`config.mk`:
```
export PLATFORM = sky130hd
export DESIGN_NAME = batched_exponential_load_average
export DESIGN_NICKNAME = d
export VERILOG_FILES = /design/src/blea_pkg.sv /design/src/blea_div.sv /design/src/blea_ctrl.sv /design/src/blea_dp.sv /design/src/batched_exponential_load_average.sv
export SDC_FILE = /design/constraint.sdc
export NUM_CORES = 2
export LEC_CHECK = 0
export BUFFER_PORTS_ARGS = -buffer_cell sky130_fd_sc_hd__clkbuf_2
export CORE_MARGIN = 4
export CORE_UTILIZATION = 53
export DETAILED_ROUTE_END_ITERATION = 8
export MAX_ROUTING_LAYER = met4
export PLACE_DENSITY = 0.76
export SETUP_SLACK_MARGIN = 0.05
export SYNTH_ARGS = -nofsm -noshare
export SYNTH_HDL_FRONTEND = slang
export SYNTH_SLANG_ARGS = --single-unit
```
`constraint.sdc`:
```
create_clock -name clk_i -period 29.3 [get_ports clk_i]
set_input_delay 2.93 -clock clk_i [delete_from_list [all_inputs] [get_ports clk_i]]
set_output_delay 2.93 -clock clk_i [all_outputs]
set_load 0.005 [all_outputs]
```
`src/blea_pkg.sv`:
```
package blea_pkg;

  localparam int AccWidth     = 48;
  localparam int CntWidth     = 32;
  localparam int AvgWidth     = 40;
  localparam int SmpWidth     = 32;
  localparam int CoefWidth    = 17;
  localparam int DivWidth     = AccWidth + 12;
  localparam int DivStepWidth = $clog2(DivWidth);
  localparam int ProdWidth    = AvgWidth + CoefWidth;

  localparam logic [SmpWidth-1:0]  TcReset = SmpWidth'(2000000);
  localparam logic [AccWidth-1:0]  AccMax  = {AccWidth{1'b1}};
  localparam logic [CntWidth-1:0]  CntMax  = {CntWidth{1'b1}};
  localparam logic [AvgWidth-1:0]  AvgMax  = {AvgWidth{1'b1}};
  localparam logic [CoefWidth-1:0] CoefOne = CoefWidth'(65536);

  typedef enum logic [1:0] {
    RegTimeConstant = 2'd0,
    RegBatchWindow  = 2'd1,
    RegStartAverage = 2'd2
  } cfg_reg_e;

  typedef enum logic [3:0] {
    StIdle,
    StEval,
    StDiv,
    StCoefA,
    StCoefB,
    StMulA,
    StMulB,
    StFold,
    StOut
  } ctrl_state_e;

  typedef struct packed {
    logic [SmpWidth-1:0] total_us;
    logic [SmpWidth-1:0] busy_us;
  } in_word_t;

  typedef struct packed {
    logic [AvgWidth-1:0] average;
    logic                folded;
  } out_word_t;

  typedef struct packed {
    logic cap_in;
    logic batch_add;
    logic div_start;
    logic coef_a;
    logic coef_b;
    logic mul_a;
    logic mul_b;
    logic fold_upd;
    logic out_load;
  } ctrl_cmd_t;

  typedef struct packed {
    logic fold_needed;
    logic div_done;
    logic out_busy;
  } ctrl_sts_t;

  // round(2^16 * exp(-k))
  function automatic logic [CoefWidth-1:0] exp_int_f(input logic [3:0] k);
    logic [CoefWidth-1:0] v;
    case (k)
      4'd0:    v = CoefWidth'(65536);
      4'd1:    v = CoefWidth'(24109);
      4'd2:    v = CoefWidth'(8869);
      4'd3:    v = CoefWidth'(3263);
      4'd4:    v = CoefWidth'(1200);
      4'd5:    v = CoefWidth'(442);
      4'd6:    v = CoefWidth'(162);
      4'd7:    v = CoefWidth'(60);
      4'd8:    v = CoefWidth'(22);
      4'd9:    v = CoefWidth'(8);
      4'd10:   v = CoefWidth'(3);
      4'd11:   v = CoefWidth'(1);
      default: v = '0;
    endcase
    return v;
  endfunction

  // round(2^16 * exp(-i/16))
  function automatic logic [CoefWidth-1:0] exp_frac_f(input logic [4:0] i);
    logic [CoefWidth-1:0] v;
    case (i)
      5'd0:    v = CoefWidth'(65536);
      5'd1:    v = CoefWidth'(61565);
      5'd2:    v = CoefWidth'(57835);
      5'd3:    v = CoefWidth'(54331);
      5'd4:    v = CoefWidth'(51039);
      5'd5:    v = CoefWidth'(47947);
      5'd6:    v = CoefWidth'(45042);
      5'd7:    v = CoefWidth'(42313);
      5'd8:    v = CoefWidth'(39750);
      5'd9:    v = CoefWidth'(37341);
      5'd10:   v = CoefWidth'(35079);
      5'd11:   v = CoefWidth'(32954);
      5'd12:   v = CoefWidth'(30957);
      5'd13:   v = CoefWidth'(29081);
      5'd14:   v = CoefWidth'(27319);
      5'd15:   v = CoefWidth'(25664);
      default: v = CoefWidth'(24109);
    endcase
    return v;
  endfunction

endpackage

```
`src/blea_div.sv`:
```
module blea_div
  import blea_pkg::*;
(
  input  logic                clk_i,
  input  logic                rst_ni,
  input  logic                start_i,
  input  logic [DivWidth-1:0] dividend_i,
  input  logic [SmpWidth-1:0] divisor_i,
  output logic                done_o,
  output logic [DivWidth-1:0] quotient_o
);

  logic                    busy_q, busy_d;
  logic                    done_q, done_d;
  logic [DivStepWidth-1:0] cnt_q, cnt_d;
  logic [SmpWidth-1:0]     rem_q, rem_d;
  logic [SmpWidth-1:0]     dvs_q, dvs_d;
  logic [DivWidth-1:0]     quo_q, quo_d;
  logic [SmpWidth:0]       trial;
  logic                    fits;

  // one quotient bit per cycle, restoring
  assign trial = {rem_q, quo_q[DivWidth-1]};
  assign fits  = trial >= {1'b0, dvs_q};

  always_comb begin
    busy_d = busy_q;
    cnt_d  = cnt_q;
    rem_d  = rem_q;
    dvs_d  = dvs_q;
    quo_d  = quo_q;
    done_d = 1'b0;
    if (start_i) begin
      busy_d = 1'b1;
      cnt_d  = DivStepWidth'(DivWidth - 1);
      rem_d  = '0;
      dvs_d  = divisor_i;
      quo_d  = dividend_i;
    end else if (busy_q) begin
      rem_d = fits ? SmpWidth'(trial - {1'b0, dvs_q}) : trial[SmpWidth-1:0];
      quo_d = {quo_q[DivWidth-2:0], fits};
      cnt_d = cnt_q - 1'b1;
      if (cnt_q == '0) begin
        busy_d = 1'b0;
        done_d = 1'b1;
      end
    end
  end

  always_ff @(posedge clk_i or negedge rst_ni) begin
    if (!rst_ni) begin
      busy_q <= 1'b0;
      done_q <= 1'b0;
      cnt_q  <= '0;
    end else begin
      busy_q <= busy_d;
      done_q <= done_d;
      cnt_q  <= cnt_d;
    end
  end

  always_ff @(posedge clk_i) begin
    rem_q <= rem_d;
    dvs_q <= dvs_d;
    quo_q <= quo_d;
  end

  assign done_o     = done_q;
  assign quotient_o = quo_q;

endmodule

```
`src/blea_ctrl.sv`:
```
module blea_ctrl
  import blea_pkg::*;
(
  input  logic      clk_i,
  input  logic      rst_ni,
  input  logic      in_valid_i,
  output logic      in_ready_o,
  input  ctrl_sts_t sts_i,
  output ctrl_cmd_t cmd_o
);

  ctrl_state_e state_q, state_d;

  always_ff @(posedge clk_i or negedge rst_ni) begin
    if (!rst_ni) begin
      state_q <= StIdle;
    end else begin
      state_q <= state_d;
    end
  end

  always_comb begin
    state_d    = state_q;
    cmd_o      = '0;
    in_ready_o = 1'b0;
    unique case (state_q)
      StIdle: begin
        in_ready_o = 1'b1;
        if (in_valid_i) begin
          cmd_o.cap_in = 1'b1;
          state_d      = StEval;
        end
      end
      StEval: begin
        if (sts_i.fold_needed) begin
          cmd_o.div_start = 1'b1;
          state_d         = StDiv;
        end else begin
          cmd_o.batch_add = 1'b1;
          state_d         = StOut;
        end
      end
      StDiv: begin
        if (sts_i.div_done) begin
          state_d = StCoefA;
        end
      end
      StCoefA: begin
        cmd_o.coef_a = 1'b1;
        state_d      = StCoefB;
      end
      StCoefB: begin
        cmd_o.coef_b = 1'b1;
        state_d      = StMulA;
      end
      StMulA: begin
        cmd_o.mul_a = 1'b1;
        state_d     = StMulB;
      end
      StMulB: begin
        cmd_o.mul_b = 1'b1;
        state_d     = StFold;
      end
      StFold: begin
        cmd_o.fold_upd = 1'b1;
        state_d        = StOut;
      end
      StOut: begin
        if (!sts_i.out_busy) begin
          cmd_o.out_load = 1'b1;
          state_d        = StIdle;
        end
      end
      default: begin
        state_d = StIdle;
      end
    endcase
  end

`ifndef SYNTHESIS
  a_div_only_on_fold: assert property (@(posedge clk_i) disable iff (!rst_ni)
    cmd_o.div_start |-> sts_i.fold_needed)
    else $error("divide started without a fold");

  a_done_in_div: assert property (@(posedge clk_i) disable iff (!rst_ni)
    sts_i.div_done |-> state_q == StDiv)
    else $error("divide finished outside the divide state");

  a_no_overwrite: assert property (@(posedge clk_i) disable iff (!rst_ni)
    cmd_o.out_load |-> !sts_i.out_busy)
    else $error("output word overwritten while stalled");
`endif

endmodule

```
`src/blea_dp.sv`:
```
module blea_dp
  import blea_pkg::*;
(
  input  logic                clk_i,
  input  logic                rst_ni,
  input  in_word_t            in_word_i,
  input  logic                cfg_valid_i,
  input  logic [1:0]          cfg_index_i,
  input  logic [AvgWidth-1:0] cfg_data_i,
  output logic                out_valid_o,
  input  logic                out_ready_i,
  output out_word_t           out_word_o,
  input  ctrl_cmd_t           cmd_i,
  output ctrl_sts_t           sts_o
);

  logic [SmpWidth-1:0]  tc_q;
  logic [SmpWidth-1:0]  win_q;
  logic [AvgWidth-1:0]  avg_q;
  logic [AccWidth-1:0]  bt_q;
  logic [AccWidth-1:0]  bb_q;
  logic [CntWidth-1:0]  cnt_q;
  logic                 fold_q;
  logic                 out_valid_q;
  out_word_t            out_word_q;
  in_word_t             in_q;
  logic                 big_q;
  logic [CoefWidth-1:0] ef_q;
  logic [CoefWidth-1:0] coef_q;
  logic [ProdWidth-1:0] p1_q;
  logic [ProdWidth-1:0] p2_q;

  logic [AccWidth:0]    ts_full;
  logic [AccWidth:0]    bs_full;
  logic [AccWidth-1:0]  time_sat;
  logic [AccWidth-1:0]  busy_sat;
  logic [SmpWidth-1:0]  tc_eff;
  logic [SmpWidth+3:0]  tc16;
  logic                 big;
  logic                 rat_done;
  logic                 mean_done;
  logic [DivWidth-1:0]  rat_q;
  logic [DivWidth-1:0]  mean_q;
  logic [AvgWidth-1:0]  mean;
  logic [3:0]           r_int;
  logic [3:0]           r_idx;
  logic [7:0]           r_lo;
  logic [CoefWidth-1:0] f_hi;
  logic [CoefWidth-1:0] f_lo;
  logic [24:0]          interp;
  logic [2*CoefWidth-1:0] cprod;
  logic [AvgWidth-1:0]  mul_a;
  logic [CoefWidth-1:0] mul_b;
  logic [ProdWidth-1:0] prod;
  logic [ProdWidth:0]   fold_sum;

  // saturating batch sums
  assign ts_full  = {1'b0, bt_q} + (AccWidth+1)'(in_q.total_us);
  assign bs_full  = {1'b0, bb_q} + (AccWidth+1)'(in_q.busy_us);
  assign time_sat = ts_full[AccWidth] ? AccMax : ts_full[AccWidth-1:0];
  assign busy_sat = bs_full[AccWidth] ? AccMax : bs_full[AccWidth-1:0];

  assign tc_eff = (tc_q == '0) ? SmpWidth'(1) : tc_q;
  assign tc16   = {tc_eff, 4'b0000};
  assign big    = {4'b0000, bt_q} >= (AccWidth+4)'(tc16);

  assign sts_o.fold_needed = (time_sat > AccWidth'(win_q)) && (cnt_q != '0);
  assign sts_o.div_done    = rat_done && mean_done;
  assign sts_o.out_busy    = out_valid_q && !out_ready_i;

  blea_div u_rat_div (
    .clk_i      (clk_i),
    .rst_ni     (rst_ni),
    .start_i    (cmd_i.div_start),
    .dividend_i ({bt_q, 12'b0}),
    .divisor_i  (tc_eff),
    .done_o     (rat_done),
    .quotient_o (rat_q)
  );

  blea_div u_mean_div (
    .clk_i      (clk_i),
    .rst_ni     (rst_ni),
    .start_i    (cmd_i.div_start),
    .dividend_i (DivWidth'({bb_q, 8'b0})),
    .divisor_i  (cnt_q),
    .done_o     (mean_done),
    .quotient_o (mean_q)
  );

  assign mean = (mean_q[DivWidth-1:AvgWidth] != '0) ? AvgMax : mean_q[AvgWidth-1:0];

  // decay coefficient from the Q.12 ratio
  assign r_int  = rat_q[15:12];
  assign r_idx  = rat_q[11:8];
  assign r_lo   = rat_q[7:0];
  assign f_hi   = exp_frac_f({1'b0, r_idx});
  assign f_lo   = exp_frac_f({1'b0, r_idx} + 5'd1);
  assign interp = 25'(f_hi - f_lo) * 25'(r_lo) + 25'd128;
  assign cprod  = (2*CoefWidth)'(exp_int_f(r_int)) * (2*CoefWidth)'(ef_q)
                + (2*CoefWidth)'(32768);

  // shared multiplier
  assign mul_a    = cmd_i.mul_b ? mean : avg_q;
  assign mul_b    = cmd_i.mul_b ? (CoefOne - coef_q) : coef_q;
  assign prod     = ProdWidth'(mul_a) * ProdWidth'(mul_b);
  assign fold_sum = {1'b0, p1_q} + {1'b0, p2_q} + (ProdWidth+1)'(32768);

  always_ff @(posedge clk_i) begin
    if (cmd_i.cap_in) begin
      in_q <= in_word_i;
    end
    if (cmd_i.div_start) begin
      big_q <= big;
    end
    if (cmd_i.coef_a) begin
      ef_q <= f_hi - interp[24:8];
    end
    if (cmd_i.coef_b) begin
      coef_q <= big_q ? '0 : cprod[CoefWidth+15:16];
    end
    if (cmd_i.mul_a) begin
      p1_q <= prod;
    end
    if (cmd_i.mul_b) begin
      p2_q <= prod;
    end
    if (cmd_i.out_load) begin
      out_word_q.average <= avg_q;
      out_word_q.folded  <= fold_q;
    end
  end

  always_ff @(posedge clk_i or negedge rst_ni) begin
    if (!rst_ni) begin
      tc_q        <= TcReset;
      win_q       <= '0;
      avg_q       <= '0;
      bt_q        <= '0;
      bb_q        <= '0;
      cnt_q       <= '0;
      fold_q      <= 1'b0;
      out_valid_q <= 1'b0;
    end else begin
      if (cfg_valid_i) begin
        unique case (cfg_index_i)
          RegTimeConstant: tc_q  <= cfg_data_i[SmpWidth-1:0];
          RegBatchWindow:  win_q <= cfg_data_i[SmpWidth-1:0];
          RegStartAverage: avg_q <= cfg_data_i;
          default: ;
        endcase
      end
      if (cmd_i.cap_in) begin
        fold_q <= 1'b0;
      end
      if (cmd_i.batch_add) begin
        bt_q  <= time_sat;
        bb_q  <= busy_sat;
        cnt_q <= (cnt_q == CntMax) ? CntMax : cnt_q + 1'b1;
      end
      if (cmd_i.fold_upd) begin
        avg_q  <= fold_sum[AvgWidth+15:16];
        bt_q   <= AccWidth'(in_q.total_us);
        bb_q   <= AccWidth'(in_q.busy_us);
        cnt_q  <= CntWidth'(1);
        fold_q <= 1'b1;
      end
      if (cmd_i.out_load) begin
        out_valid_q <= 1'b1;
      end else if (out_ready_i) begin
        out_valid_q <= 1'b0;
      end
    end
  end

  assign out_valid_o = out_valid_q;
  assign out_word_o  = out_word_q;

`ifndef SYNTHESIS
  a_fold_restarts_batch: assert property (@(posedge clk_i) disable iff (!rst_ni)
    cmd_i.fold_upd |=> (cnt_q == CntWidth'(1)) && fold_q)
    else $error("batch not restarted after fold");

  a_coef_range: assert property (@(posedge clk_i) disable iff (!rst_ni)
    cmd_i.coef_b |=> coef_q <= CoefOne)
    else $error("decay coefficient above one");
`endif

endmodule

```
`src/batched_exponential_load_average.sv`:
```
// Batched exponential load average.
// Input channel (in_valid_i/in_ready_o, in_word_i) takes one loop sample per
// word: total and busy time in microseconds. Every accepted word yields one
// output word (out_valid_o/out_ready_i, out_word_o) carrying the Q32.8
// average after that sample and a flag set when the sample folded the batch.
// Configuration port (cfg_valid_i/cfg_ready_o) is always ready; index 0 is
// the time constant, 1 the batch window, 2 loads the average. Write it only
// while no sample is in flight.
// A sample that does not fold passes the evaluate and output states before
// its word is registered; one that folds also passes the divide, coefficient,
// multiply and fold states. The fold time is set by the two bit-serial
// dividers (ratio and batch mean, one quotient bit per cycle over 60 bits,
// run side by side) followed by the coefficient and multiply steps on one
// shared 40x17 multiplier. One sample is processed at a time: the next
// sample is accepted only once the block is back in idle.
// A finished word sits in the output register; the next sample is accepted
// meanwhile, and the block holds before writing its result until the
// receiver takes the waiting word.
// Reset clears the average and batch, sets the time constant to 2000000 us
// and the window to zero.
module batched_exponential_load_average
  import blea_pkg::*;
(
  input  logic                clk_i,
  input  logic                rst_ni,
  input  logic                in_valid_i,
  output logic                in_ready_o,
  input  in_word_t            in_word_i,
  output logic                out_valid_o,
  input  logic                out_ready_i,
  output out_word_t           out_word_o,
  input  logic                cfg_valid_i,
  output logic                cfg_ready_o,
  input  logic [1:0]          cfg_index_i,
  input  logic [AvgWidth-1:0] cfg_data_i
);

  ctrl_cmd_t cmd;
  ctrl_sts_t sts;

  assign cfg_ready_o = 1'b1;

  blea_ctrl u_ctrl (
    .clk_i      (clk_i),
    .rst_ni     (rst_ni),
    .in_valid_i (in_valid_i),
    .in_ready_o (in_ready_o),
    .sts_i      (sts),
    .cmd_o      (cmd)
  );

  blea_dp u_dp (
    .clk_i       (clk_i),
    .rst_ni      (rst_ni),
    .in_word_i   (in_word_i),
    .cfg_valid_i (cfg_valid_i),
    .cfg_index_i (cfg_index_i),
    .cfg_data_i  (cfg_data_i),
    .out_valid_o (out_valid_o),
    .out_ready_i (out_ready_i),
    .out_word_o  (out_word_o),
    .cmd_i       (cmd),
    .sts_o       (sts)
  );

endmodule
```
==> impl_metrics.json <==
{
  "synth_edf_count": 412,
  "path_class": "flip-flop to flip-flop",
  "drv_slew": 0,
  "core_area_um2": 146000,
  "yosys_warnings": 0,
  "cts_tree": "built",
  "critical_path_required_ps": 29730,
  "synth.cell_area_um2": 78300,
  "critical-path-slowest-cell": "dfxtp_1",
  "cp.arrival_ps": 11970,
  "grt_usage_pct": 29.0,
  "drcViolationCount": 0,
  "synth_top_cell_by_area": "fa_1",
  "synthTopCellsByArea": "fa_1 (22%), edfxtp_1 (16%), ha_1 (11%), dfrtp_1 (7.9%), nand2_1 (5.9%)",
  "num_rows": 140,
  "overflow": 0,
  "synth_xor_area_share_pct": 3.23,
  "crit_path_end_kind": "flip-flop",
  "reg2reg_to": "u_dp.ef_q[16]",
  "critPathLaunch": "u_dp.u_rat_div.quotient_o[8]",
  "ioPinCount": 155,
  "tightest_slew_ps": 1210,
  "dpl_worst_slack_ps": 17950,
  "syn_nets": 10100,
  "hold_violations": 0,
  "yosysUniqueCellTypes": 98,
  "period_share_pct": 39.4,
  "ctsResizeCount": 0,
  "insertion_delay_ps": 720,
  "antenna_found_initial": 5,
  "dieWidth_um": 392,
  "ant_nets": 0,
  "critPathCapture": "u_dp.ef_q[16]",
  "netlist_instances": 8435,
  "synth_compound_gate_area_share_pct": 11.3,
  "drv_cap": 0,
  "yosys_most_used_dff": "edfxtp_1",
  "final_util_pct": 57.1,
  "numCtsBuffers": 86,
  "dieArea_um2": 154000,
  "port-buffer-count": 153,
  "wirelength_um": 214000,
  "synth_top_area_share_pct": 22.3,
  "hold_class": "flip-flop to flip-flop",
  "drt_first_iter_violations": 5570,
  "fin_crit_ps": 11540,
  "fmax_ghz": 0.0866,
  "startpoint_type": "flip-flop",
  "drive_above_1_share_pct": 5.86,
  "r2r_setup_slack_ps": 17760,
  "finClkSkew_ps": 55.1,
  "firstDrtPassIters": 6,
  "cts_max_level": 3,
  "synth_fa_ha_area_share_pct": 33.0,
  "finalSetupViolCount": 0,
  "cts.sinks": 785,
  "min_path_cells": 0,
  "path_max_fanout": 23,
  "rsz0062_at_grt": "no",
  "synth-seq-cells": 785,
  "synth-simple-area-share_pct": 15.7,
  "gp_congestion": 0.962,
  "wl_per_cell_um": 20.7,
  "cts_hold_buf": 0,
  "grt_pass1_vias": 62400,
  "path_clk_slew_ps": 60,
  "ys_seq_area_share_pct": 27.0,
  "avgSynthCellArea_um2": 9.29,
  "slowest_delay_ps": 750,
  "cts_buffer_depth": 3,
  "status": "finished clean",
  "nets": 9987,
  "grt_first_pass_wirelength_um": 343000,
  "vias_per_cell": 5.90,
  "area_delta_synth_final_pct": 6.70,
  "synthMuxAreaShare_pct": 2.20,
  "start_util_pct": 53.5,
  "r2r_cells": 46,
  "fin_setup_tns_ps": 0,
  "relSlewSlack_pct": 16.7,
  "reg2reg_from": "u_dp.u_rat_div.quotient_o[8]",
  "synth_async_sr_flop_share_pct": 32.4,
  "worst_slack_ps": 17760,
  "dpl.hpwl_um": 163000,
  "synth_top_family_by_area": "adder cells",
  "num_vias": 60900,
  "grt_start_max_net_pins": 239,
  "die_h_um": 392,
  "cts_root_buffer": "clkbuf_16",
  "post_cts_buffers": 0
}
==> worst min path at each step <==
| stage | endpoint | start | slack (ps) |
|---|---|---|---|
| floorplan | u_dp.out_word_o[0] | u_dp.fold_q | 420 |
| global placement | u_dp.u_rat_div.dvs_q[30] | u_dp.tc_q[30] | 460 |
| detailed placement | u_dp.u_rat_div.dvs_q[29] | u_dp.tc_q[29] | 470 |
| CTS | u_dp.u_rat_div.dvs_q[29] | u_dp.tc_q[29] | 480 |
| global route | u_dp.u_rat_div.dvs_q[9] | u_dp.tc_q[9] | 500 |
| finish | u_dp.u_rat_div.dvs_q[29] | u_dp.tc_q[29] | 480 |
==> placed cells by master, fill, tap and decap left out, types with 50 or more instances in the layout <==
cell,instances
a21o_1,111
dfxtp_1,119
and3_1,50
and2_1,270
ha_1,666
edfxtp_1,412
nor2_1,546
a21oi_1,329
clkbuf_2,152
nor3_1,123
fa_1,873
a211oi_1,112
clkbuf_16,89
nor2b_1,57
inv_1,1172
nand3_1,100
buf_4,59
dfrtp_1,245
xor2_1,107
nand2_1,1226
xnor2_1,166
o21ai_0,390
mux2i_1,117
nand2b_1,84
==> layout make-up <==
cell class / count / area [um^2]
antenna: 3 / 7.51
clock buffer: 118 / 2430
clock inverter: 43 / 504
fill: 12600 / 62700
inverter: 1174 / 4410
multi-input combinational: 6076 / 51400
sequential: 785 / 21100
tap: 1917 / 2400
timing repair buffer: 214 / 1260
==> sequential cells by signal, indices dropped and copies added, names as in the netlist, 4 cells and up, named ones only <==
signal / cells
u_dp.u_rat_div.dvs_q: 32
u_dp.coef_q: 17
u_dp.u_mean_div.cnt_q: 6
u_dp.win_q: 32
u_dp.u_rat_div.cnt_q: 6
u_dp.tc_q: 32
u_dp.bb_q: 48
u_dp.u_mean_div.quotient_o: 60
u_dp.u_rat_div.quotient_o: 60
u_dp.u_rat_div.rem_q: 32
u_dp.u_mean_div.dvs_q: 32
u_dp.out_word_o: 41
u_dp.p2_q: 56
u_dp.in_q: 64
u_dp.f_hi: 17
u_dp.bt_q: 48
u_dp.avg_q: 40
u_dp.p1_q: 56
u_ctrl.state_q: 4
u_dp.u_mean_div.rem_q: 32
u_dp.ef_q: 17
u_dp.cnt_q: 32
==> kinds of logic after synthesis <==
logic type	after synthesis
flip-flops	785
other	1
AND/OR/NAND/NOR	2690
AO/OA/AOI/OAI	1391
buffers and inverters	1574
XOR/XNOR	289
multiplexers	166
adder cells (fa/ha/maj)	1539
==> synthesized netlist by cell type (112+ instances only) <==
master    count
clkbuf_1    315
xnor2_1     172
edfxtp_1    412
o21ai_0     390
nor3_1      126
dfxtp_1     119
ha_1        666
xor2_1      117
nand2_1    1227
fa_1        873
a211oi_1    112
inv_1      1173
dfrtp_1     247
mux2i_1     117
a21oi_1     330
and2_1      271
nor2_1      548
==> worst max-delay path: cells and delay by family, from the launching register on <==
kind	cells	cell delay, ps
AOI/OAI and AO/OA	16	3810
xor gates and xnor gates	5	1090
adders and majority gates	9	3740
buffers and inverters	5	340
DFF	1	750
and+or+nand+nor	11	1500
==> metal layers <==
layer	share of wire, %	GRT usage, %	vias up
met5	0	-	-
li1	-	-	27600
met4	5.2	12.3	0
met3	7.7	4.56	549
met2	47	46.5	2491
met1	40	36.9	30300
==> per-stage QoR <==
| step | hold slack, ps | cells | cell area [um^2] |
|---|---|---|---|
| finish | 477 | 10300 | 83600 |
| CTS | 479 | 10300 | 83600 |
| global route | 495 | 10300 | 83600 |
| global placement | 463 | 10200 | 80600 |
| detailed placement | 465 | 10200 | 80600 |
| floorplan | 425 | 8435 | 78300 |
Power is not shown: default switching activity piles up to over one toggle a cycle in this logic, so the estimate is an artifact.
